==> config.mk <==
export PLATFORM = sky130hd
export DESIGN_NAME = gci_queue
export DESIGN_NICKNAME = d
export VERILOG_FILES = /design/src/hw/rtl/gci_pkg.sv /design/src/hw/rtl/gci_queue.sv
export SDC_FILE = /design/constraint.sdc
export NUM_CORES = 1
export LEC_CHECK = 0
export ABC_CLOCK_PERIOD_IN_PS = 7900
export BUFFER_PORTS_ARGS = -buffer_cell sky130_fd_sc_hd__buf_2
export CAP_MARGIN = 20
export CORE_MARGIN = 3
export CORE_UTILIZATION = 52
export DETAILED_ROUTE_END_ITERATION = 8
export GPL_TIMING_DRIVEN = 0
export HOLD_SLACK_MARGIN = 0.1
export PLACE_DENSITY = 0.79
export SYNTH_ARGS = -nofsm -noshare
export SYNTH_HDL_FRONTEND = slang
export SYNTH_SLANG_ARGS = --single-unit
==> constraint.sdc <==
create_clock -name clk -period 7.9 [get_ports clk]
set_clock_uncertainty 0.2 [all_clocks]
set_input_delay 0.395 -clock clk [delete_from_list [all_inputs] [get_ports clk]]
set_output_delay 0.395 -clock clk [all_outputs]
set_load 0.005 [all_outputs]
==> src/hw/rtl/gci_pkg.sv <==
// Shared types and constants for the grid cell index and neighbor block.
// Depends on nothing; every other file of the block refers to it by scoped names.
`timescale 1ns / 1ps
`default_nettype none

package gci_pkg;

    // Fixed field widths
    localparam int POS_W       = 32;
    localparam int CELL_W      = POS_W + 1;
    localparam int VID_W       = 24;
    localparam int IDX_W       = 19;
    localparam int DIM_REG_W   = 7;
    localparam int CFG_IDX_W   = 3;
    localparam int CFG_DATA_W  = 32;
    localparam int QUEUE_DEPTH = 2;

    // Operation codes
    localparam logic FUNC_INSERT = 1'b0;
    localparam logic FUNC_QUERY  = 1'b1;

    // Configuration register indexes
    localparam logic [CFG_IDX_W-1:0] CFG_ORIGIN_X = 3'd0;
    localparam logic [CFG_IDX_W-1:0] CFG_ORIGIN_Y = 3'd1;
    localparam logic [CFG_IDX_W-1:0] CFG_ORIGIN_Z = 3'd2;
    localparam logic [CFG_IDX_W-1:0] CFG_INV_CELL = 3'd3;
    localparam logic [CFG_IDX_W-1:0] CFG_DIM_X    = 3'd4;
    localparam logic [CFG_IDX_W-1:0] CFG_DIM_Y    = 3'd5;
    localparam logic [CFG_IDX_W-1:0] CFG_DIM_Z    = 3'd6;

    localparam logic [POS_W-1:0] INV_CELL_RESET = 32'h0001_0000;

    // Input word
    typedef struct packed {
        logic                    func;
        logic signed [POS_W-1:0] pos_x;
        logic signed [POS_W-1:0] pos_y;
        logic signed [POS_W-1:0] pos_z;
        logic [VID_W-1:0]        vertex_id;
    } in_word_t;

    // Result word
    typedef struct packed {
        logic [IDX_W-1:0] cell_index;
        logic [VID_W-1:0] vertex_out;
        logic             is_insert;
        logic             last;
    } out_word_t;

    // Grid placement registers seen by the front end
    typedef struct packed {
        logic signed [POS_W-1:0] origin_x;
        logic signed [POS_W-1:0] origin_y;
        logic signed [POS_W-1:0] origin_z;
        logic [POS_W-1:0]        inv_cell_size;
    } geo_cfg_t;

    // Classified job handed from front to back
    typedef struct packed {
        logic                     func;
        logic [VID_W-1:0]         vid;
        logic signed [CELL_W-1:0] cx;
        logic signed [CELL_W-1:0] cy;
        logic signed [CELL_W-1:0] cz;
    } job_t;

    // Queue status toward both sides
    typedef struct packed {
        logic full;
        logic empty;
    } queue_stat_t;

    typedef enum logic [1:0] {
        AXIS_X,
        AXIS_Y,
        AXIS_Z
    } axis_t;

    typedef enum logic [1:0] {
        F_IDLE,
        F_DIFF,
        F_MUL,
        F_PUSH
    } front_state_t;

    typedef enum logic [3:0] {
        B_IDLE,
        B_DXY,
        B_TOP,
        B_INS_Y,
        B_INS_Z,
        B_INS_OUT,
        B_Q_CLAMP,
        B_Q_Y,
        B_Q_Z,
        B_WALK
    } back_state_t;

endpackage

`default_nettype wire

==> src/hw/rtl/gci_queue.sv <==
// Short job queue between the front end and the back end.
// Uses gci_pkg job and status types.
`timescale 1ns / 1ps
`default_nettype none

module gci_queue (
    input  wire                  clk,
    input  wire                  rst_n,
    input  wire                  push,
    input  gci_pkg::job_t        push_job,
    input  wire                  pop,
    output gci_pkg::job_t        pop_job,
    output gci_pkg::queue_stat_t qstat
);

    localparam int QAW = (gci_pkg::QUEUE_DEPTH > 1) ? $clog2(gci_pkg::QUEUE_DEPTH) : 1;
    localparam int QCW = $clog2(gci_pkg::QUEUE_DEPTH + 1);
    localparam logic [QAW-1:0] PTR_LAST = QAW'(gci_pkg::QUEUE_DEPTH - 1);
    localparam logic [QCW-1:0] CNT_FULL = QCW'(gci_pkg::QUEUE_DEPTH);

    gci_pkg::job_t  slot_reg [gci_pkg::QUEUE_DEPTH];
    logic [QAW-1:0] wr_ptr_reg, wr_ptr_next;
    logic [QAW-1:0] rd_ptr_reg, rd_ptr_next;
    logic [QCW-1:0] count_reg, count_next;

    assign qstat.full  = (count_reg == CNT_FULL);
    assign qstat.empty = (count_reg == '0);
    assign pop_job     = slot_reg[rd_ptr_reg];

    // Advance pointers and fill count
    always_comb
    begin
        wr_ptr_next = wr_ptr_reg;
        rd_ptr_next = rd_ptr_reg;
        count_next  = count_reg;
        if (push)
        begin
            wr_ptr_next = (wr_ptr_reg == PTR_LAST) ? '0 : wr_ptr_reg + QAW'(1);
        end
        if (pop)
        begin
            rd_ptr_next = (rd_ptr_reg == PTR_LAST) ? '0 : rd_ptr_reg + QAW'(1);
        end
        if (push && !pop)
        begin
            count_next = count_reg + QCW'(1);
        end
        else if (pop && !push)
        begin
            count_next = count_reg - QCW'(1);
        end
    end

    always_ff @(posedge clk or negedge rst_n)
    begin
        if (!rst_n)
        begin
            wr_ptr_reg <= '0;
            rd_ptr_reg <= '0;
            count_reg  <= '0;
        end
        else
        begin
            wr_ptr_reg <= wr_ptr_next;
            rd_ptr_reg <= rd_ptr_next;
            count_reg  <= count_next;
        end
    end

    // Store the pushed word
    always_ff @(posedge clk)
    begin
        if (push)
        begin
            slot_reg[wr_ptr_reg] <= push_job;
        end
    end

endmodule

`default_nettype wire

==> metrics.md <==
| Metric | Value |
|---|---|
| Hpwl dp | `12400 um` |
| Power per Cell Area | `326 nW/um2` |
| Clock share of power | `26.9%` |
| Slew margin rel. | `42.5%` |
| Hold path startpoint | `count_reg[1]` |
| Clk_lat worst skew | `0.51 ns` |
| Residual DRC | `0` |
| FF-to-FF path depth | `2` |
| Placement Setup Slack | `5.66 ns` |
| Global route total overflow | `0` |
| Antenna Cells | `0` |
| Worst r2r dst | `slot_reg[1][122]` |
| Final Cycle Share | `31.1%` |
| Reg clk slew, reported paths | `0.06 ns` |
| Syn nets | `531` |
| Sequential fraction of the synthesis area | `80.9%` |
| Drt initial violations | `235` |
| Top cell type by total area after synthesis | `edfxtp_1` |
| CTS root buffer | `clkbuf_16` |
| Clock sink count | `252` |
| Reg-to-reg setup timing slack | `5.79 ns` |
| Commonest cells in the netlist | `248 x edfxtp_1, 74 x mux2_2, 50 x mux2_4, 7 x buf_2, 7 x buf_6` |
| Core Box Area | `17400 um2` |
| I/O pin cnt | `254` |
| Minimum clock period | `2.46 ns` |
| Final Slew Violations | `0` |
| Post-synthesis cell type count | `13` |
| Yosys reg bits | `252` |
| Count leader, synth | `edfxtp_1` |
| Cell family with most CP delay | `buffers and inverters` |
| Grt met3 use | `4.85%` |
| Fin util | `75.1%` |
| Crit Path Max Fanout | `10` |
| Switching pwr | `1130 uW` |
| Critical Path AT | `1.86 ns` |
| FP Rows | `48` |
| WL final | `20800 um` |
| Hold EP | `count_reg[1]` |
| Max FFs per register | `248` |
| WHS Path Cells | `1` |
| Top post-synthesis cells by area | `edfxtp_1 80%, mux2_2 8.9%, mux2_4 8.0%` |
| GR Util met2 | `38.3%` |
| Bufs on Longest Clock Path | `3` |
| Critical Path RT | `7.30 ns` |
| Filler cell count | `957` |
| Vias | `5346` |
| Critical Path End Type | `output port` |
| Setup-failing EPs final | `0` |
| # resized after CTS | `0` |
| Die Area | `19600 um2` |
| Pre-antenna DRT Iters | `4` |
| GRT Overall Usage | `20.8%` |
| Top_reg_cell synth | `edfxtp_1` |
| P_int | `3130 uW` |
| Sw Share | `26.5%` |
| First-pass GRT wire length | `32300 um` |
| Post-synthesis cell area | `9330 um2` |
| DR WL/cell | `19.6 um` |
| TritonCTS Buffers | `25` |
| Die Y | `140 um` |
| TritonCTS clock tree | `built` |
| Crit path kind | `reg2out` |
| RSZ-0062 raised after global routing | `no` |
| I/O Buffers | `253` |
| Hold Fails Final Rpt | `0` |
| GR Util met1 | `24.1%` |
| Number of H-tree levels | `1` |
| Worst-Margin Slew | `0.863 ns` |
| Initial antenna violation count | `0` |
| Buffer count from post-CTS setup fixing | `0` |
| Logic pwr share | `29.8%` |
| CP Cell Sequence | `buf_6 > buf_6 > buf_6 > mux2_4 > buf_2` |
| FFs w/ async S/R, synth | `1.59%` |
| Post-synth EDFFs | `248` |
| Worst min path class | `reg2reg` |
| Ys Warns | `0` |
| Setup ws final | `5.44 ns` |
| Layout cells sized above 1 | `51.9%` |
| Remaining antenna violation count | `0` |
| Buf/Inv on CP | `4` |
| Die width | `140 um` |
| Setup TNS | `0 ns` |
| CP max-delay cell | `dfrtp_1` |
| Syn avg cell area | `23.2 um2` |
| Layout area overhead | `40.2%` |
| Max Cap Viol | `0` |
| Critical path's most frequent cell | `buf_6` |
| Initial core utilization | `53.6%` |
| GR peak layer | `met2` |
| Worst setup SP type | `flip-flop` |
| Routability cong. | `0.797` |
| Number of global-route vias before repair | `5969` |
| Share of the synthesized area in the top cell type | `79.8%` |
| Leak Pwr | `0.00517 uW` |
| Largest net degree at the start of global routing | `67` |
| Post-synthesis cell count | `402` |
| Final net count | `944` |
| Vias/cell | `5.05` |
| Max IR drop VDD | `0.274 mV` |
| F_max | `407 MHz` |
| Slowest cell delay on critical path | `0.34 ns` |
| Status | `finished clean` |
| Reg power frac | `43.3%` |
| Worst reg2reg startpoint | `wr_ptr_reg` |
==> kinds of logic (layout without fill, tap and decap cells) <==
| kind of cell | count (synthesis) | after routing | synth area share, % |
|---|---|---|---|
| adder cells (fa/ha/maj) | 1 | 1 | 0.134 |
| multiplexers | 124 | 124 | 17.0 |
| buffers and inverters | 15 | 447 | 1.26 |
| AND/OR/NAND/NOR | 5 | 5 | 0.282 |
| flip-flops | 252 | 252 | 80.9 |
| XOR/XNOR | 5 | 5 | 0.469 |
==> layer usage <==
layer | part of all wire, % | vias up
li1 | - | 2434
met1 | 37 | 2618
met2 | 53 | 241
met3 | 6.7 | 53
met4 | 2.9 | 0
met5 | 0 | -
==> cell usage in the layout (no fill, tap or decap) <==
cell             n
buf_2          260
clkinv_2         6
mux2_4          50
edfxtp_1       248
dfrtp_1          4
nor2b_4          1
clkbuf_16       25
inv_6            1
buf_12           3
nor2_1           2
mux2_2          74
clkbuf_1         8
xor2_1           4
bufinv_16        3
nor2b_1          1
and2_4           1
dlygate4sd3_1  128
buf_6            7
buf_16           2
clkinv_1         3
xnor2_1          1
ha_1             1
inv_1            1
==> worst reg2reg max path, cell delays in order, from the launching register on <==
cell,delay (ns)
dfrtp_1,0.42
and2_4,0.72
buf_16,0.38
==> power by group through the flow <==
stage	Combinational, uW	Sequential, uW	Clock [uW]
2_1_floorplan	726	1890	0
3_5_place_dp	1210	1870	0
5_1_grt	1360	1860	1230
4_1_cts	1280	1840	1170
3_3_place_gp	1150	1920	0
6_report	1270	1840	1150
==> final cells by class <==
| type | instances | area [um2] | share of cell area (%) |
|---|---|---|---|
| clock inverters | 13 | 140 | 1.07 |
| flip-flops and latches | 252 | 7550 | 57.7 |
| repair buffers | 386 | 2660 | 20.4 |
| multi-input cells | 135 | 1680 | 12.8 |
| inverters | 1 | 3.75 | 0.0287 |
| plain buffers | 14 | 114 | 0.870 |
| well taps | 225 | 282 | 2.15 |
| clock buffers | 33 | 656 | 5.01 |
==> worst max-delay path by stage <==
stage          startpoint              end  slack (ns)  cells after the start
5_1_grt        rd_ptr_reg      pop_job[79]        5.34                      5
3_3_place_gp         push  slot_reg[0][88]       -1.27                      2
3_5_place_dp         push  slot_reg[1][89]        5.66                      3
4_1_cts        rd_ptr_reg      pop_job[79]        5.40                      5
2_1_floorplan  wr_ptr_reg   slot_reg[0][0]        1.19                      1
6_report       rd_ptr_reg      pop_job[79]        5.44                      5
==> metrics by stage <==
stage	instances	total power, uW	cell area, um2	hold slack, ns
after detailed placement	885	3080	11000	0.00766
after floorplan	402	2610	9330	-0.101
after CTS	1059	4290	13100	0.333
final	1059	4260	13100	0.332
after global placement	880	3060	10900	-0.00106
after global routing	1059	4450	13100	0.357
==> what timing repair did <==
action,in CTS,in global routing
hold buffers,128,0
endpoints found under the setup margin,0,0
endpoints found under the hold margin,255,0
No activity file was read; power rests on OpenSTA's default activity.
