**src/hw/rtl/gci_pkg.sv**
```systemverilog
// Shared types and constants for the grid cell index and neighbor block.
// Depends on nothing; every other file of the block refers to it by scoped names.
`timescale 1ns / 1ps
`default_nettype none

package gci_pkg;

    // Fixed field widths
    localparam int POS_W       = 32;
    localparam int CELL_W      = POS_W + 1;
    localparam int VID_W       = 24;
    localparam int IDX_W       = 19;
    localparam int DIM_REG_W   = 7;
    localparam int CFG_IDX_W   = 3;
    localparam int CFG_DATA_W  = 32;
    localparam int QUEUE_DEPTH = 2;

    // Operation codes
    localparam logic FUNC_INSERT = 1'b0;
    localparam logic FUNC_QUERY  = 1'b1;

    // Configuration register indexes
    localparam logic [CFG_IDX_W-1:0] CFG_ORIGIN_X = 3'd0;
    localparam logic [CFG_IDX_W-1:0] CFG_ORIGIN_Y = 3'd1;
    localparam logic [CFG_IDX_W-1:0] CFG_ORIGIN_Z = 3'd2;
    localparam logic [CFG_IDX_W-1:0] CFG_INV_CELL = 3'd3;
    localparam logic [CFG_IDX_W-1:0] CFG_DIM_X    = 3'd4;
    localparam logic [CFG_IDX_W-1:0] CFG_DIM_Y    = 3'd5;
    localparam logic [CFG_IDX_W-1:0] CFG_DIM_Z    = 3'd6;

    localparam logic [POS_W-1:0] INV_CELL_RESET = 32'h0001_0000;

    // Input word
    typedef struct packed {
        logic                    func;
        logic signed [POS_W-1:0] pos_x;
        logic signed [POS_W-1:0] pos_y;
        logic signed [POS_W-1:0] pos_z;
        logic [VID_W-1:0]        vertex_id;
    } in_word_t;

    // Result word
    typedef struct packed {
        logic [IDX_W-1:0] cell_index;
        logic [VID_W-1:0] vertex_out;
        logic             is_insert;
        logic             last;
    } out_word_t;

    // Grid placement registers seen by the front end
    typedef struct packed {
        logic signed [POS_W-1:0] origin_x;
        logic signed [POS_W-1:0] origin_y;
        logic signed [POS_W-1:0] origin_z;
        logic [POS_W-1:0]        inv_cell_size;
    } geo_cfg_t;

    // Classified job handed from front to back
    typedef struct packed {
        logic                     func;
        logic [VID_W-1:0]         vid;
        logic signed [CELL_W-1:0] cx;
        logic signed [CELL_W-1:0] cy;
        logic signed [CELL_W-1:0] cz;
    } job_t;

    // Queue status toward both sides
    typedef struct packed {
        logic full;
        logic empty;
    } queue_stat_t;

    typedef enum logic [1:0] {
        AXIS_X,
        AXIS_Y,
        AXIS_Z
    } axis_t;

    typedef enum logic [1:0] {
        F_IDLE,
        F_DIFF,
        F_MUL,
        F_PUSH
    } front_state_t;

    typedef enum logic [3:0] {
        B_IDLE,
        B_DXY,
        B_TOP,
        B_INS_Y,
        B_INS_Z,
        B_INS_OUT,
        B_Q_CLAMP,
        B_Q_Y,
        B_Q_Z,
        B_WALK
    } back_state_t;

endpackage

`default_nettype wire

```
**src/hw/rtl/gci_front.sv**
```systemverilog
// Front end: accepts a word, turns the point into signed cell coordinates per axis.
// Uses gci_pkg types; pushes one job per word into gci_queue.
`timescale 1ns / 1ps
`default_nettype none

module gci_front (
    input  wire                  clk,
    input  wire                  rst_n,
    input  wire                  start,
    input  gci_pkg::in_word_t    item,
    input  gci_pkg::geo_cfg_t    geo,
    input  gci_pkg::queue_stat_t qstat,
    output logic                 busy,
    output logic                 push,
    output gci_pkg::job_t        push_job
);

    gci_pkg::front_state_t state_reg, state_next;
    gci_pkg::axis_t        axis_reg, axis_next;

    gci_pkg::in_word_t item_reg, item_next;
    logic                             neg_reg, neg_next;
    logic [gci_pkg::POS_W-1:0]        mag_reg, mag_next;
    logic signed [gci_pkg::CELL_W-1:0] cx_reg, cx_next;
    logic signed [gci_pkg::CELL_W-1:0] cy_reg, cy_next;
    logic signed [gci_pkg::CELL_W-1:0] cz_reg, cz_next;

    logic signed [gci_pkg::POS_W-1:0]  pos_sel;
    logic signed [gci_pkg::POS_W-1:0]  org_sel;
    logic signed [gci_pkg::CELL_W-1:0] diff;
    logic [2*gci_pkg::POS_W-1:0]       prod;
    logic [gci_pkg::POS_W-1:0]         quot;
    logic signed [gci_pkg::CELL_W-1:0] cell_val;

    // Pick the axis being worked on
    always_comb
    begin
        case (axis_reg)
            gci_pkg::AXIS_X:
            begin
                pos_sel = item_reg.pos_x;
                org_sel = geo.origin_x;
            end
            gci_pkg::AXIS_Y:
            begin
                pos_sel = item_reg.pos_y;
                org_sel = geo.origin_y;
            end
            gci_pkg::AXIS_Z:
            begin
                pos_sel = item_reg.pos_z;
                org_sel = geo.origin_z;
            end
            default:
            begin
                pos_sel = item_reg.pos_x;
                org_sel = geo.origin_x;
            end
        endcase
    end

    // Offset from origin, magnitude and scaled integer part
    assign diff     = $signed({pos_sel[gci_pkg::POS_W-1], pos_sel})
                    - $signed({org_sel[gci_pkg::POS_W-1], org_sel});
    assign prod     = {{gci_pkg::POS_W{1'b0}}, mag_reg}
                    * {{gci_pkg::POS_W{1'b0}}, geo.inv_cell_size};
    assign quot     = prod[2*gci_pkg::POS_W-1:gci_pkg::POS_W];
    assign cell_val = neg_reg ? $signed(gci_pkg::CELL_W'(0) - {1'b0, quot})
                              : $signed({1'b0, quot});

    assign push_job.func = item_reg.func;
    assign push_job.vid  = item_reg.vertex_id;
    assign push_job.cx   = cx_reg;
    assign push_job.cy   = cy_reg;
    assign push_job.cz   = cz_reg;

    // Hold the state
    always_ff @(posedge clk or negedge rst_n)
    begin
        if (!rst_n)
        begin
            state_reg <= gci_pkg::F_IDLE;
            axis_reg  <= gci_pkg::AXIS_X;
        end
        else
        begin
            state_reg <= state_next;
            axis_reg  <= axis_next;
        end
    end

    // Hold the datapath
    always_ff @(posedge clk)
    begin
        item_reg <= item_next;
        neg_reg  <= neg_next;
        mag_reg  <= mag_next;
        cx_reg   <= cx_next;
        cy_reg   <= cy_next;
        cz_reg   <= cz_next;
    end

    // Sequence: a difference step and a multiply step per axis, then hand off
    always_comb
    begin
        state_next = state_reg;
        axis_next  = axis_reg;
        item_next  = item_reg;
        neg_next   = neg_reg;
        mag_next   = mag_reg;
        cx_next    = cx_reg;
        cy_next    = cy_reg;
        cz_next    = cz_reg;
        busy       = (state_reg != gci_pkg::F_IDLE);
        push       = 1'b0;
        case (state_reg)
            gci_pkg::F_IDLE:
            begin
                if (start)
                begin
                    item_next  = item;
                    axis_next  = gci_pkg::AXIS_X;
                    state_next = gci_pkg::F_DIFF;
                end
            end
            gci_pkg::F_DIFF:
            begin
                neg_next   = diff[gci_pkg::CELL_W-1];
                mag_next   = diff[gci_pkg::CELL_W-1] ? gci_pkg::POS_W'(-diff)
                                                     : diff[gci_pkg::POS_W-1:0];
                state_next = gci_pkg::F_MUL;
            end
            gci_pkg::F_MUL:
            begin
                state_next = gci_pkg::F_DIFF;
                case (axis_reg)
                    gci_pkg::AXIS_X:
                    begin
                        cx_next   = cell_val;
                        axis_next = gci_pkg::AXIS_Y;
                    end
                    gci_pkg::AXIS_Y:
                    begin
                        cy_next   = cell_val;
                        axis_next = gci_pkg::AXIS_Z;
                    end
                    default:
                    begin
                        cz_next    = cell_val;
                        axis_next  = gci_pkg::AXIS_X;
                        state_next = gci_pkg::F_PUSH;
                    end
                endcase
            end
            gci_pkg::F_PUSH:
            begin
                if (!qstat.full)
                begin
                    push       = 1'b1;
                    state_next = gci_pkg::F_IDLE;
                end
            end
            default:
            begin
                state_next = gci_pkg::F_IDLE;
            end
        endcase
    end

endmodule

`default_nettype wire

```
**config.mk**
```make
export PLATFORM = sky130hd
export DESIGN_NAME = gci_front
export DESIGN_NICKNAME = d
export VERILOG_FILES = /design/src/hw/rtl/gci_pkg.sv /design/src/hw/rtl/gci_front.sv
export SDC_FILE = /design/constraint.sdc
export NUM_CORES = 2
export LEC_CHECK = 0
export BUFFER_PORTS_ARGS = -buffer_cell sky130_fd_sc_hd__buf_2
export CAP_MARGIN = 20
export CORE_UTILIZATION = 45
export CTS_CLUSTER_DIAMETER = 50
export CTS_CLUSTER_SIZE = 40
export DETAILED_ROUTE_END_ITERATION = 8
export PLACE_DENSITY = 0.64
export SYNTH_ARGS = -nofsm -noshare
export SYNTH_HDL_FRONTEND = slang
export SYNTH_SLANG_ARGS = --single-unit
```
**constraint.sdc**
```tcl
create_clock -name clk -period 14.9 [get_ports clk]
set_clock_uncertainty 0.15 [all_clocks]
set_input_delay 1.49 -clock clk [delete_from_list [all_inputs] [get_ports clk]]
set_output_delay 1.49 -clock clk [all_outputs]
set_load 0.01 [all_outputs]
```
==> results.md <==
- Status: finished clean
- Distinct cells, synth: 91
- Finished Layout Cells: 6166
- Via count: 32700
- DRT antenna net count: 0
- Drt total wl: approximately 120 mm
- Data required time at the worst endpoint: 15.05 ns
- Setup slack, reg-to-reg: 5.02 ns
- Vias/cell: 5.30
- DR WL met2: a little over 60 mm
- Starting DRT DRC Count: 1622
- Post-CTS sizing: 0
- Transition time of the tightest slew-check pin: between 0.9 and 1 ns
- Seq cells post-synth: 257
- Final setup viols: 0
- Area contributors post-synth: fa_1, edfxtp_1, ha_1, and2_1, inv_1
- Min-delay src: axis_reg[1]
- Syn Inst Count: ~4700
- Crit-path max FO: 32
- Number of flip-flops under the largest register name: 96
- Fillers: 9418
- Max H-tree Level: 1
- Final WS setup: approximately 4.2 ns
- Min-delay worst type: flip-flop to flip-flop
- DRT met1 WL: 46.9 mm
- Syn. warnings: 0
- Post-synth EDFFs: 253
- Setup crit end kind: flip-flop
- Post-CTS Repair Setup Buffers: 0
- Highest metal used: met5
- Pin count of the biggest net entering global routing: 74
- Sink Count: 257
- Mapped cell area: 45400 sq um
- Max-Cap Viols: 0
- Most common cell after layout, fill and taps aside: fa_1
- Asr flop ratio synth: between 1.5 and 2%
- Post-synth top area cell: fa_1
- Drc violations: 0
- Total CTS buffers: 20
- GRT Util Overall: 23.5%
- Area Overhead vs Synth: 7.74%
- Core area: 100000 sq um
- WL/cell: 19.0 um
- Crit-path max cell delay: between 0.6 and 0.7 ns
- CP startpoint: geo[9]
- Initial antenna violation count: 5
- Final count of hold timing violations: 0
- Max_slew headroom: 35.8%
- GR Overflow Total: 0
- Fmax: 93.5 MHz
- Reg2reg start: mag_reg[12]
- Sequential cell area: 7700 sq um
- Crit share post-route: a little under three quarters
- Most frequent cells in the layout: fa_1, inv_1, nand2_1, and2_1, buf_2
- Met3 WL post-DR: 5.66 mm
- Die height: 320 um
- Setup TNS Final: 0 ns
- First drt pass iteration count: 7
- Cell row count: approximately 120
- CTS tree: yes
- Buffers & Inverters on Critical Path: 3
- Mapped Nets: just over 6000
- Port Buf Inserts: 378
- Critical path cell sequence: buf_2 -> and2_1 -> fa_1 -> fa_1 -> inv_1 -> fa_1 -> fa_1 -> fa_1 -> inv_1 -> fa_1 -> fa_1 -> fa_1 -> ha_1 -> nand4_1 -> or4_1 -> or4b_1 -> o221ai_2 -> nor2_1 -> xnor2_1 -> a21oi_1 -> or4b_1 -> or3_1 -> o21ai_1 -> xor2_1
- Vias in the first global route: between 30000 and 40000
- Main synth FF type: edfxtp_1
- Seq/Total Area, Yosys: 16.9%
- # nets final: about 6300
- Final count of pins violating max slew: 0
- Clk Latency, worst-skew pair: 0.54 ns
- Slowest CP cell: or4_1
- Final min period: 10.69 ns
- Placement Setup Slack: 3.77 ns
- Die ar.: around 100000 sq um
- Area of the multi-input gates: 33300 sq um
- Layout cell share with drive strength beyond 1: 10.2%
- Top delay family on crit path: adder cells
- Detailed Place HPWL: 93.0 mm
- Hold-fix buffers, CTS: 0
- First-pass GRT wire length: 190 mm
- Most frequent cell on the critical path: fa_1
- I/O Pins: 380
- GP Congestion: 0.955
- Setup crit start kind: input pin
- Top cell type's share of synthesized area: 39.5%
- Clock buffer depth: 3
- Initial core utilization: a little under half
- Reg clk slew, reported paths: 0.08 ns
- Critical path class: input pin to flip-flop
- Root Driver: clkbuf_16
- Worst Hold Slack: 0.385 ns
- Inst Count DP: 6126
- Avg Inst Size Synth: around 9.7 sq um
- Die Width: ~320 um
- Arrival time worst endpoint: 10.84 ns
- Unrepaired setup endpoints after global routing: false
-- per-layer routing --
layer	track usage, %	vias up
li1	-	14700
met1	29.5	16800
met2	43.4	1018
met3	2.06	158
met4	6.11	4
met5	0	-
-- Yosys cell counts, drive strengths merged (5+ instances only) --
| cell type | number |
|---|---|
| fa | 896 |
| xnor2 | 74 |
| nand2b | 10 |
| o211ai | 8 |
| nor2 | 108 |
| nor2b | 12 |
| a22oi | 67 |
| and3 | 11 |
| o21ai | 113 |
| or2 | 12 |
| a31oi | 18 |
| edfxtp | 253 |
| nand2 | 601 |
| ha | 298 |
| a21o | 39 |
| a211oi | 17 |
| a211o | 6 |
| buf | 37 |
| nand3 | 17 |
| o21a | 12 |
| o311ai | 5 |
| nor4 | 5 |
| xor2 | 37 |
| clkbuf | 237 |
| and2 | 587 |
| or3 | 10 |
| a21oi | 144 |
| nand4 | 29 |
| o31ai | 12 |
| inv | 895 |
| or4b | 5 |
| nor3 | 22 |
-- cells by family after synthesis --
logic type	share of synthesized area (%)
AO/OA/AOI/OAI	6.99
XOR/XNOR	2.14
adder cells (fa/ha/maj)	47.7
buffers and inverters	9.87
flip-flops	16.9
multiplexers	0.113
AND/OR/NAND/NOR	16.3
-- final cells by class --
type | count | area share (%)
repair buffers | 421 | 4.56
clock buffers | 21 | 1.03
multi-input cells | 3256 | 68.0
flip-flops and latches | 257 | 15.7
diodes | 3 | 0.0153
clock inverters | 15 | 0.465
well taps | 1298 | 3.32
inverters | 895 | 6.86
-- stage by stage --
| step | util (%) | area [sq um] |
|---|---|---|
| 6_report | 48.9 | 49000 |
| 5_1_grt | 48.9 | 49000 |
| 4_1_cts | 48.9 | 48900 |
| 3_5_place_dp | 48.1 | 48200 |
| 3_3_place_gp | 48.1 | 48200 |
| 2_1_floorplan | - | 45400 |
-- final timing paths --
kind	depth (start not counted)	to
worst max-delay path	24	cz_reg[18]
worst min-delay path	1	axis_reg[1]
worst max register to register	24	cz_reg[18]
worst min register to register	1	axis_reg[1]
max in group asynchronous	1	axis_reg[0]
min in group asynchronous	1	axis_reg[1]
Power is not shown: default switching activity piles up to over one toggle a cycle in this logic, so the estimate is an artifact.
