==> config.mk <==
export PLATFORM = sky130hd
export DESIGN_NAME = gci_back
export DESIGN_NICKNAME = d
export VERILOG_FILES = /design/src/hw/rtl/gci_pkg.sv /design/src/hw/rtl/gci_back.sv
export SDC_FILE = /design/constraint.sdc
export NUM_CORES = 2
export LEC_CHECK = 0
export BUFFER_PORTS_ARGS = -buffer_cell sky130_fd_sc_hd__buf_2
export CAP_MARGIN = 5
export CORE_AREA = 5 5 232 290
export CTS_CLUSTER_DIAMETER = 50
export CTS_CLUSTER_SIZE = 14
export DETAILED_ROUTE_END_ITERATION = 6
export DIE_AREA = 0 0 237 295
export GPL_ROUTABILITY_DRIVEN = 0
export HOLD_SLACK_MARGIN = 0.08
export PLACE_DENSITY_LB_ADDON = 0.25
export SKIP_CTS_REPAIR_TIMING = 1
export SLEW_MARGIN = 20
export SYNTH_ARGS = -nofsm -noshare
export SYNTH_HDL_FRONTEND = slang
export SYNTH_SLANG_ARGS = --single-unit
==> constraint.sdc <==
create_clock -name clk -period 24.1 [get_ports clk]
set_input_delay 4.82 -clock clk [delete_from_list [all_inputs] [get_ports clk]]
set_output_delay 4.82 -clock clk [all_outputs]
set_load 0.03 [all_outputs]
==> src/hw/rtl/gci_pkg.sv <==
// Shared types and constants for the grid cell index and neighbor block.
// Depends on nothing; every other file of the block refers to it by scoped names.
`timescale 1ns / 1ps
`default_nettype none

package gci_pkg;

    // Fixed field widths
    localparam int POS_W       = 32;
    localparam int CELL_W      = POS_W + 1;
    localparam int VID_W       = 24;
    localparam int IDX_W       = 19;
    localparam int DIM_REG_W   = 7;
    localparam int CFG_IDX_W   = 3;
    localparam int CFG_DATA_W  = 32;
    localparam int QUEUE_DEPTH = 2;

    // Operation codes
    localparam logic FUNC_INSERT = 1'b0;
    localparam logic FUNC_QUERY  = 1'b1;

    // Configuration register indexes
    localparam logic [CFG_IDX_W-1:0] CFG_ORIGIN_X = 3'd0;
    localparam logic [CFG_IDX_W-1:0] CFG_ORIGIN_Y = 3'd1;
    localparam logic [CFG_IDX_W-1:0] CFG_ORIGIN_Z = 3'd2;
    localparam logic [CFG_IDX_W-1:0] CFG_INV_CELL = 3'd3;
    localparam logic [CFG_IDX_W-1:0] CFG_DIM_X    = 3'd4;
    localparam logic [CFG_IDX_W-1:0] CFG_DIM_Y    = 3'd5;
    localparam logic [CFG_IDX_W-1:0] CFG_DIM_Z    = 3'd6;

    localparam logic [POS_W-1:0] INV_CELL_RESET = 32'h0001_0000;

    // Input word
    typedef struct packed {
        logic                    func;
        logic signed [POS_W-1:0] pos_x;
        logic signed [POS_W-1:0] pos_y;
        logic signed [POS_W-1:0] pos_z;
        logic [VID_W-1:0]        vertex_id;
    } in_word_t;

    // Result word
    typedef struct packed {
        logic [IDX_W-1:0] cell_index;
        logic [VID_W-1:0] vertex_out;
        logic             is_insert;
        logic             last;
    } out_word_t;

    // Grid placement registers seen by the front end
    typedef struct packed {
        logic signed [POS_W-1:0] origin_x;
        logic signed [POS_W-1:0] origin_y;
        logic signed [POS_W-1:0] origin_z;
        logic [POS_W-1:0]        inv_cell_size;
    } geo_cfg_t;

    // Classified job handed from front to back
    typedef struct packed {
        logic                     func;
        logic [VID_W-1:0]         vid;
        logic signed [CELL_W-1:0] cx;
        logic signed [CELL_W-1:0] cy;
        logic signed [CELL_W-1:0] cz;
    } job_t;

    // Queue status toward both sides
    typedef struct packed {
        logic full;
        logic empty;
    } queue_stat_t;

    typedef enum logic [1:0] {
        AXIS_X,
        AXIS_Y,
        AXIS_Z
    } axis_t;

    typedef enum logic [1:0] {
        F_IDLE,
        F_DIFF,
        F_MUL,
        F_PUSH
    } front_state_t;

    typedef enum logic [3:0] {
        B_IDLE,
        B_DXY,
        B_TOP,
        B_INS_Y,
        B_INS_Z,
        B_INS_OUT,
        B_Q_CLAMP,
        B_Q_Y,
        B_Q_Z,
        B_WALK
    } back_state_t;

endpackage

`default_nettype wire

==> src/hw/rtl/gci_back.sv <==
// Back end: turns a job into a bucket index or walks the 3x3x3 neighbor cells.
// Uses gci_pkg types; pops jobs from gci_queue and drives the result word.
`timescale 1ns / 1ps
`default_nettype none

module gci_back #(
    parameter int MAX_DIM = 64
) (
    input  wire                             clk,
    input  wire                             rst_n,
    input  wire [$clog2(MAX_DIM + 1)-1:0]   dim_x,
    input  wire [$clog2(MAX_DIM + 1)-1:0]   dim_y,
    input  wire [$clog2(MAX_DIM + 1)-1:0]   dim_z,
    input  gci_pkg::queue_stat_t            qstat,
    input  gci_pkg::job_t                   pop_job,
    output logic                            pop,
    output logic                            result_strobe,
    output gci_pkg::out_word_t              result
);

    localparam int DW  = $clog2(MAX_DIM + 1);
    localparam int D2W = 2 * DW;
    localparam int D3W = 3 * DW;
    localparam int CW  = gci_pkg::CELL_W;
    localparam int PW  = CW + D2W + 1;
    localparam int SW  = PW + 2;
    localparam int IW  = D3W + 1;

    gci_pkg::back_state_t state_reg, state_next;
    logic strobe_reg, strobe_next;
    gci_pkg::out_word_t result_reg, result_next;

    gci_pkg::job_t        job_reg, job_next;
    logic [D2W-1:0]       dxy_reg, dxy_next;
    logic [D3W-1:0]       top_reg, top_next;
    logic signed [SW-1:0] acc_reg, acc_next;

    logic [DW-1:0]  xx_reg, xx_next;
    logic [DW-1:0]  yy_reg, yy_next;
    logic [DW-1:0]  zz_reg, zz_next;
    logic [DW-1:0]  y0_reg, y0_next;
    logic [DW-1:0]  z0_reg, z0_next;
    logic [DW-1:0]  xe_reg, xe_next;
    logic [DW-1:0]  ye_reg, ye_next;
    logic [DW-1:0]  ze_reg, ze_next;
    logic [D2W-1:0] yterm_reg, yterm_next;
    logic [D2W-1:0] y0term_reg, y0term_next;
    logic [D3W-1:0] zterm_reg, zterm_next;
    logic [D3W-1:0] z0term_reg, z0term_next;

    logic signed [CW-1:0]  mul_a;
    logic [D2W-1:0]        mul_b;
    logic signed [PW-1:0]  prod;
    logic [DW-1:0]         ix, iy, iz;
    logic [IW-1:0]         walk_sum;
    logic                  walk_last;

    // Clamp a signed cell coordinate into 0..d-1
    function automatic logic [DW-1:0] clamp_axis(input logic signed [CW-1:0] c,
                                                 input logic [DW-1:0] d);
        if (c[CW-1])
        begin
            return '0;
        end
        else if (c >= $signed(CW'(d)))
        begin
            return d - DW'(1);
        end
        return DW'(c);
    endfunction

    assign ix = clamp_axis($signed(job_reg.cx), dim_x);
    assign iy = clamp_axis($signed(job_reg.cy), dim_y);
    assign iz = clamp_axis($signed(job_reg.cz), dim_z);

    // Shared multiplier, operands chosen by the step
    always_comb
    begin
        case (state_reg)
            gci_pkg::B_DXY:
            begin
                mul_a = $signed(CW'(dim_x));
                mul_b = D2W'(dim_y);
            end
            gci_pkg::B_TOP:
            begin
                mul_a = $signed(CW'(dim_z));
                mul_b = dxy_reg;
            end
            gci_pkg::B_INS_Y:
            begin
                mul_a = $signed(job_reg.cy);
                mul_b = D2W'(dim_x);
            end
            gci_pkg::B_INS_Z:
            begin
                mul_a = $signed(job_reg.cz);
                mul_b = dxy_reg;
            end
            gci_pkg::B_Q_Y:
            begin
                mul_a = $signed(CW'(y0_reg));
                mul_b = D2W'(dim_x);
            end
            gci_pkg::B_Q_Z:
            begin
                mul_a = $signed(CW'(z0_reg));
                mul_b = dxy_reg;
            end
            default:
            begin
                mul_a = '0;
                mul_b = '0;
            end
        endcase
    end

    assign prod = mul_a * $signed({1'b0, mul_b});

    // Current neighbor index and end of walk
    assign walk_sum  = IW'(xx_reg) + IW'(yterm_reg) + IW'(zterm_reg);
    assign walk_last = (xx_reg == xe_reg) && (yy_reg == ye_reg) && (zz_reg == ze_reg);

    assign result_strobe = strobe_reg;
    assign result        = result_reg;

    always_ff @(posedge clk or negedge rst_n)
    begin
        if (!rst_n)
        begin
            state_reg  <= gci_pkg::B_IDLE;
            strobe_reg <= 1'b0;
        end
        else
        begin
            state_reg  <= state_next;
            strobe_reg <= strobe_next;
        end
    end

    always_ff @(posedge clk)
    begin
        result_reg <= result_next;
        job_reg    <= job_next;
        dxy_reg    <= dxy_next;
        top_reg    <= top_next;
        acc_reg    <= acc_next;
        xx_reg     <= xx_next;
        yy_reg     <= yy_next;
        zz_reg     <= zz_next;
        y0_reg     <= y0_next;
        z0_reg     <= z0_next;
        xe_reg     <= xe_next;
        ye_reg     <= ye_next;
        ze_reg     <= ze_next;
        yterm_reg  <= yterm_next;
        y0term_reg <= y0term_next;
        zterm_reg  <= zterm_next;
        z0term_reg <= z0term_next;
    end

    // Step through one job
    always_comb
    begin
        state_next  = state_reg;
        strobe_next = 1'b0;
        result_next = result_reg;
        job_next    = job_reg;
        dxy_next    = dxy_reg;
        top_next    = top_reg;
        acc_next    = acc_reg;
        xx_next     = xx_reg;
        yy_next     = yy_reg;
        zz_next     = zz_reg;
        y0_next     = y0_reg;
        z0_next     = z0_reg;
        xe_next     = xe_reg;
        ye_next     = ye_reg;
        ze_next     = ze_reg;
        yterm_next  = yterm_reg;
        y0term_next = y0term_reg;
        zterm_next  = zterm_reg;
        z0term_next = z0term_reg;
        pop         = 1'b0;
        case (state_reg)
            gci_pkg::B_IDLE:
            begin
                if (!qstat.empty)
                begin
                    pop        = 1'b1;
                    job_next   = pop_job;
                    state_next = gci_pkg::B_DXY;
                end
            end
            gci_pkg::B_DXY:
            begin
                dxy_next   = D2W'(prod);
                state_next = (job_reg.func == gci_pkg::FUNC_INSERT) ? gci_pkg::B_TOP
                                                                    : gci_pkg::B_Q_CLAMP;
            end
            gci_pkg::B_TOP:
            begin
                top_next   = D3W'(prod);
                state_next = gci_pkg::B_INS_Y;
            end
            gci_pkg::B_INS_Y:
            begin
                acc_next   = SW'($signed(job_reg.cx)) + SW'(prod);
                state_next = gci_pkg::B_INS_Z;
            end
            gci_pkg::B_INS_Z:
            begin
                acc_next   = acc_reg + SW'(prod);
                state_next = gci_pkg::B_INS_OUT;
            end
            gci_pkg::B_INS_OUT:
            begin
                // Clamp the bucket index to 0..cell count
                if (acc_reg[SW-1])
                begin
                    result_next.cell_index = '0;
                end
                else if (acc_reg > $signed(SW'(top_reg)))
                begin
                    result_next.cell_index = gci_pkg::IDX_W'(top_reg);
                end
                else
                begin
                    result_next.cell_index = gci_pkg::IDX_W'(acc_reg);
                end
                result_next.vertex_out = job_reg.vid;
                result_next.is_insert  = 1'b1;
                result_next.last       = 1'b1;
                strobe_next            = 1'b1;
                state_next             = gci_pkg::B_IDLE;
            end
            gci_pkg::B_Q_CLAMP:
            begin
                // Neighborhood bounds that stay inside the grid
                xx_next    = (ix != '0) ? ix - DW'(1) : ix;
                y0_next    = (iy != '0) ? iy - DW'(1) : iy;
                z0_next    = (iz != '0) ? iz - DW'(1) : iz;
                yy_next    = (iy != '0) ? iy - DW'(1) : iy;
                zz_next    = (iz != '0) ? iz - DW'(1) : iz;
                xe_next    = (ix != dim_x - DW'(1)) ? ix + DW'(1) : ix;
                ye_next    = (iy != dim_y - DW'(1)) ? iy + DW'(1) : iy;
                ze_next    = (iz != dim_z - DW'(1)) ? iz + DW'(1) : iz;
                state_next = gci_pkg::B_Q_Y;
            end
            gci_pkg::B_Q_Y:
            begin
                y0term_next = D2W'(prod);
                yterm_next  = D2W'(prod);
                state_next  = gci_pkg::B_Q_Z;
            end
            gci_pkg::B_Q_Z:
            begin
                z0term_next = D3W'(prod);
                zterm_next  = D3W'(prod);
                state_next  = gci_pkg::B_WALK;
            end
            gci_pkg::B_WALK:
            begin
                // Emit one neighbor, z innermost
                result_next.cell_index = gci_pkg::IDX_W'(walk_sum);
                result_next.vertex_out = '0;
                result_next.is_insert  = 1'b0;
                result_next.last       = walk_last;
                strobe_next            = 1'b1;
                if (walk_last)
                begin
                    state_next = gci_pkg::B_IDLE;
                end
                else if (zz_reg != ze_reg)
                begin
                    zz_next    = zz_reg + DW'(1);
                    zterm_next = zterm_reg + D3W'(dxy_reg);
                end
                else
                begin
                    zz_next    = z0_reg;
                    zterm_next = z0term_reg;
                    if (yy_reg != ye_reg)
                    begin
                        yy_next    = yy_reg + DW'(1);
                        yterm_next = yterm_reg + D2W'(dim_x);
                    end
                    else
                    begin
                        yy_next    = y0_reg;
                        yterm_next = y0term_reg;
                        xx_next    = xx_reg + DW'(1);
                    end
                end
            end
            default:
            begin
                state_next = gci_pkg::B_IDLE;
            end
        endcase
    end

endmodule

`default_nettype wire

==> run summary <==
Max Cap Viol: 0
YS warnings: 0
ANT nets after route: 0
Initial antenna violation count: 4
Largest family of logic cells by synthesized area: adder cells
Chip width: 237 um
Post-route DRC violation count: 2
Share of the yosys chip area belonging to registers: 28.2%
Most frequent cells in the layout: inv_1, nor2_1, fa_1
GRT Total Usage: 32.4%
Syn nets: 5115
XOR/XNOR share of the synthesized area: 5.87%
Endpoint, Worst Hold: result[5]
Unrepaired setup endpoints after global routing: no
Largest net degree at the start of global routing: 70
Hold depth: 1
Drt pass-1 iters: 7
Area of the mapped netlist: 40500 um2
Top FF cell, synth: edfxtp_1
Via/cell ratio: 6.14
Die Area: 69900 um2
Iter 0 DRT Violations: 2653
Pre-CTS setup slack: 9.09 ns
Dpl hpwl: 89.3 mm
Failing checks: design-rule violations
Fin nets: 5279
Die Ht: 295 um
Number of flip-flops in the largest register: 124
Slew Limit Fails: 0
Via count: 32300
Reg-to-reg slack, setup: 12.17 ns
Slowest stage cell, crit path: o21ai_0
Worst Path Arrival: 14.91 ns
Period minus WS final: 14.51 ns
Post-Place Cells: 5179
Crit Path Max Fanout: 7
Clock Tree Buf Depth: 3
Commonest non-fill, non-tap cell in the layout: inv_1
CTS sink cnt: 381
Worst path bufs/invs: 5
Post-synthesis mux area share: 1.50%
Area grow syn2layout: 9.00%
Crit-path most repeated cell: fa_1
Compound-Gate Fraction of Synth Area: 13.2%
# H-tree levels: 2
Final Setup Violations: 0
Port bufs: 194
Worst setup path start: dim_x[3]
Clock slew seen by the registers of the worst setup and hold paths: 0.07 ns
Worst Skew: 0.0529 ns
Clk root buf: clkbuf_16
Worst Tran Pin Value: 1.22 ns
R2r startpoint: state_reg[1]
Global-route wire length before repair: 179 mm
Worst hold start: job_reg[102]
CTS Buf Count: 46
CTS tree: done
Largest delay share family, worst path: compound AO/OA/AOI/OAI gates
Hold Fails Final Rpt: 0
Number of synthesized register bits: 381
Mapped Cells: 4216
Synth unique cells: 87
Num rows: 104
Crit start category: primary input
Post-synth EDFFs: 376
Synth Area in Simple Gates: 13.3%
Fin cells: 5264
Adder-cell share of the synthesized area: 31.2%
Worst-case reg-to-reg path depth: 34
Status: finished, violations left
GRT overflow: 0
Core Box Area: 64200 um2
R2R Path End: acc_reg[46]
Crit path kind: primary input to flip-flop
Ratio of cells with drive above 1 in the final layout: 8.77%
Total Neg Setup Slack: 0 ns
Ys async rst share: 1.31%
Vias in the first global route: 33600
Worst skew pair latency: 0.64 ns
Headroom to the max-slew limit: 18.5%
CP peak stage delay: 0.68 ns
I/O pin count: 196
Initial Util: 63.2%
WL final: 114 mm
Fin crit share: 60.2%
Hold/Removal Path Class: flip-flop to flip-flop
Syn Area/Cell: 9.62 um2
Crit. End Element: flip-flop
Max Clock Freq: 68.9 MHz
Critical Path RT: 24.50 ns
Worst path depth: 34
Final worst setup slack: 9.59 ns
DR WL/cell: 21.6 um
-- worst max path at each step --
| stage | endpoint | slack [ns] |
|---|---|---|
| CTS | acc_reg[48] | 9.69 |
| global route | acc_reg[48] | 8.99 |
| finish | acc_reg[46] | 9.59 |
| floorplan | pop | 1.89 |
| detailed placement | acc_reg[48] | 9.09 |
| global placement | acc_reg[48] | 9.22 |
-- kinds of logic (layout without fill, tap and decap cells) --
logic type / Yosys count / after routing
other: 0 / 5
and+or+nand+nor: 1197 / 1197
xor gates and xnor gates: 270 / 270
DFF: 381 / 381
muxes: 60 / 60
buffers and inverters: 732 / 927
adders and majority gates: 750 / 750
AOI/OAI and AO/OA: 826 / 826
-- per-stage QoR --
| stage | hold WS [ns] | instance area [um2] | util [%] |
|---|---|---|---|
| after floorplan | 0.436 | 40500 | - |
| after global placement | 0.498 | 42600 | 66.4 |
| after detailed placement | 0.504 | 42600 | 66.4 |
| after CTS | 0.516 | 44200 | 68.8 |
| after global routing | 0.530 | 44200 | 68.9 |
| final | 0.511 | 44200 | 68.9 |
-- layer usage --
metal	global-route usage, %	routed length (um)	vias up
li1	-	-	14600
met1	36.7	39200	15700
met2	56.0	56300	1533
met3	6.74	9540	504
met4	20.8	8840	0
met5	0	0	-
-- Yosys cell counts (all sizes together) (33+ instances only) --
library cell  count  area share (%)
fa              434              21
nand2b           49            0.76
nand3            66            0.84
a22oi            36            0.68
and2             45            0.69
a21oi           220             2.7
nor3             51            0.63
inv             592             5.5
o21a             33            0.61
ha              316             9.8
xnor2           168             3.6
clkbuf          124             1.1
a21o             97             1.8
edfxtp          376              28
nand2           360             3.3
nor2            448             4.1
xor2            101             2.2
o21ai           198             2.5
nand4            36            0.56
mux2i            56             1.4
-- cell type report --
type	instances	area, um2
fillers	4975	20000
clock buffers	49	1160
multi-input cells	3103	26400
well taps	848	1060
repair buffers	256	1440
flip-flops and latches	381	11400
inverters	592	2220
clock inverters	30	428
diodes	5	12.5
-- worst register-to-register path, delay by kind of cell (launching register included) --
kind | cells | cell delay (ns)
DFF | 1 | 0.67
adders and majority gates | 8 | 3.84
xor gates and xnor gates | 1 | 0.38
buffers and inverters | 6 | 1.71
and+or+nand+nor | 9 | 1.92
AOI/OAI and AO/OA | 10 | 3.20
Power is not shown: default switching activity piles up to over one toggle a cycle in this logic, so the estimate is an artifact.
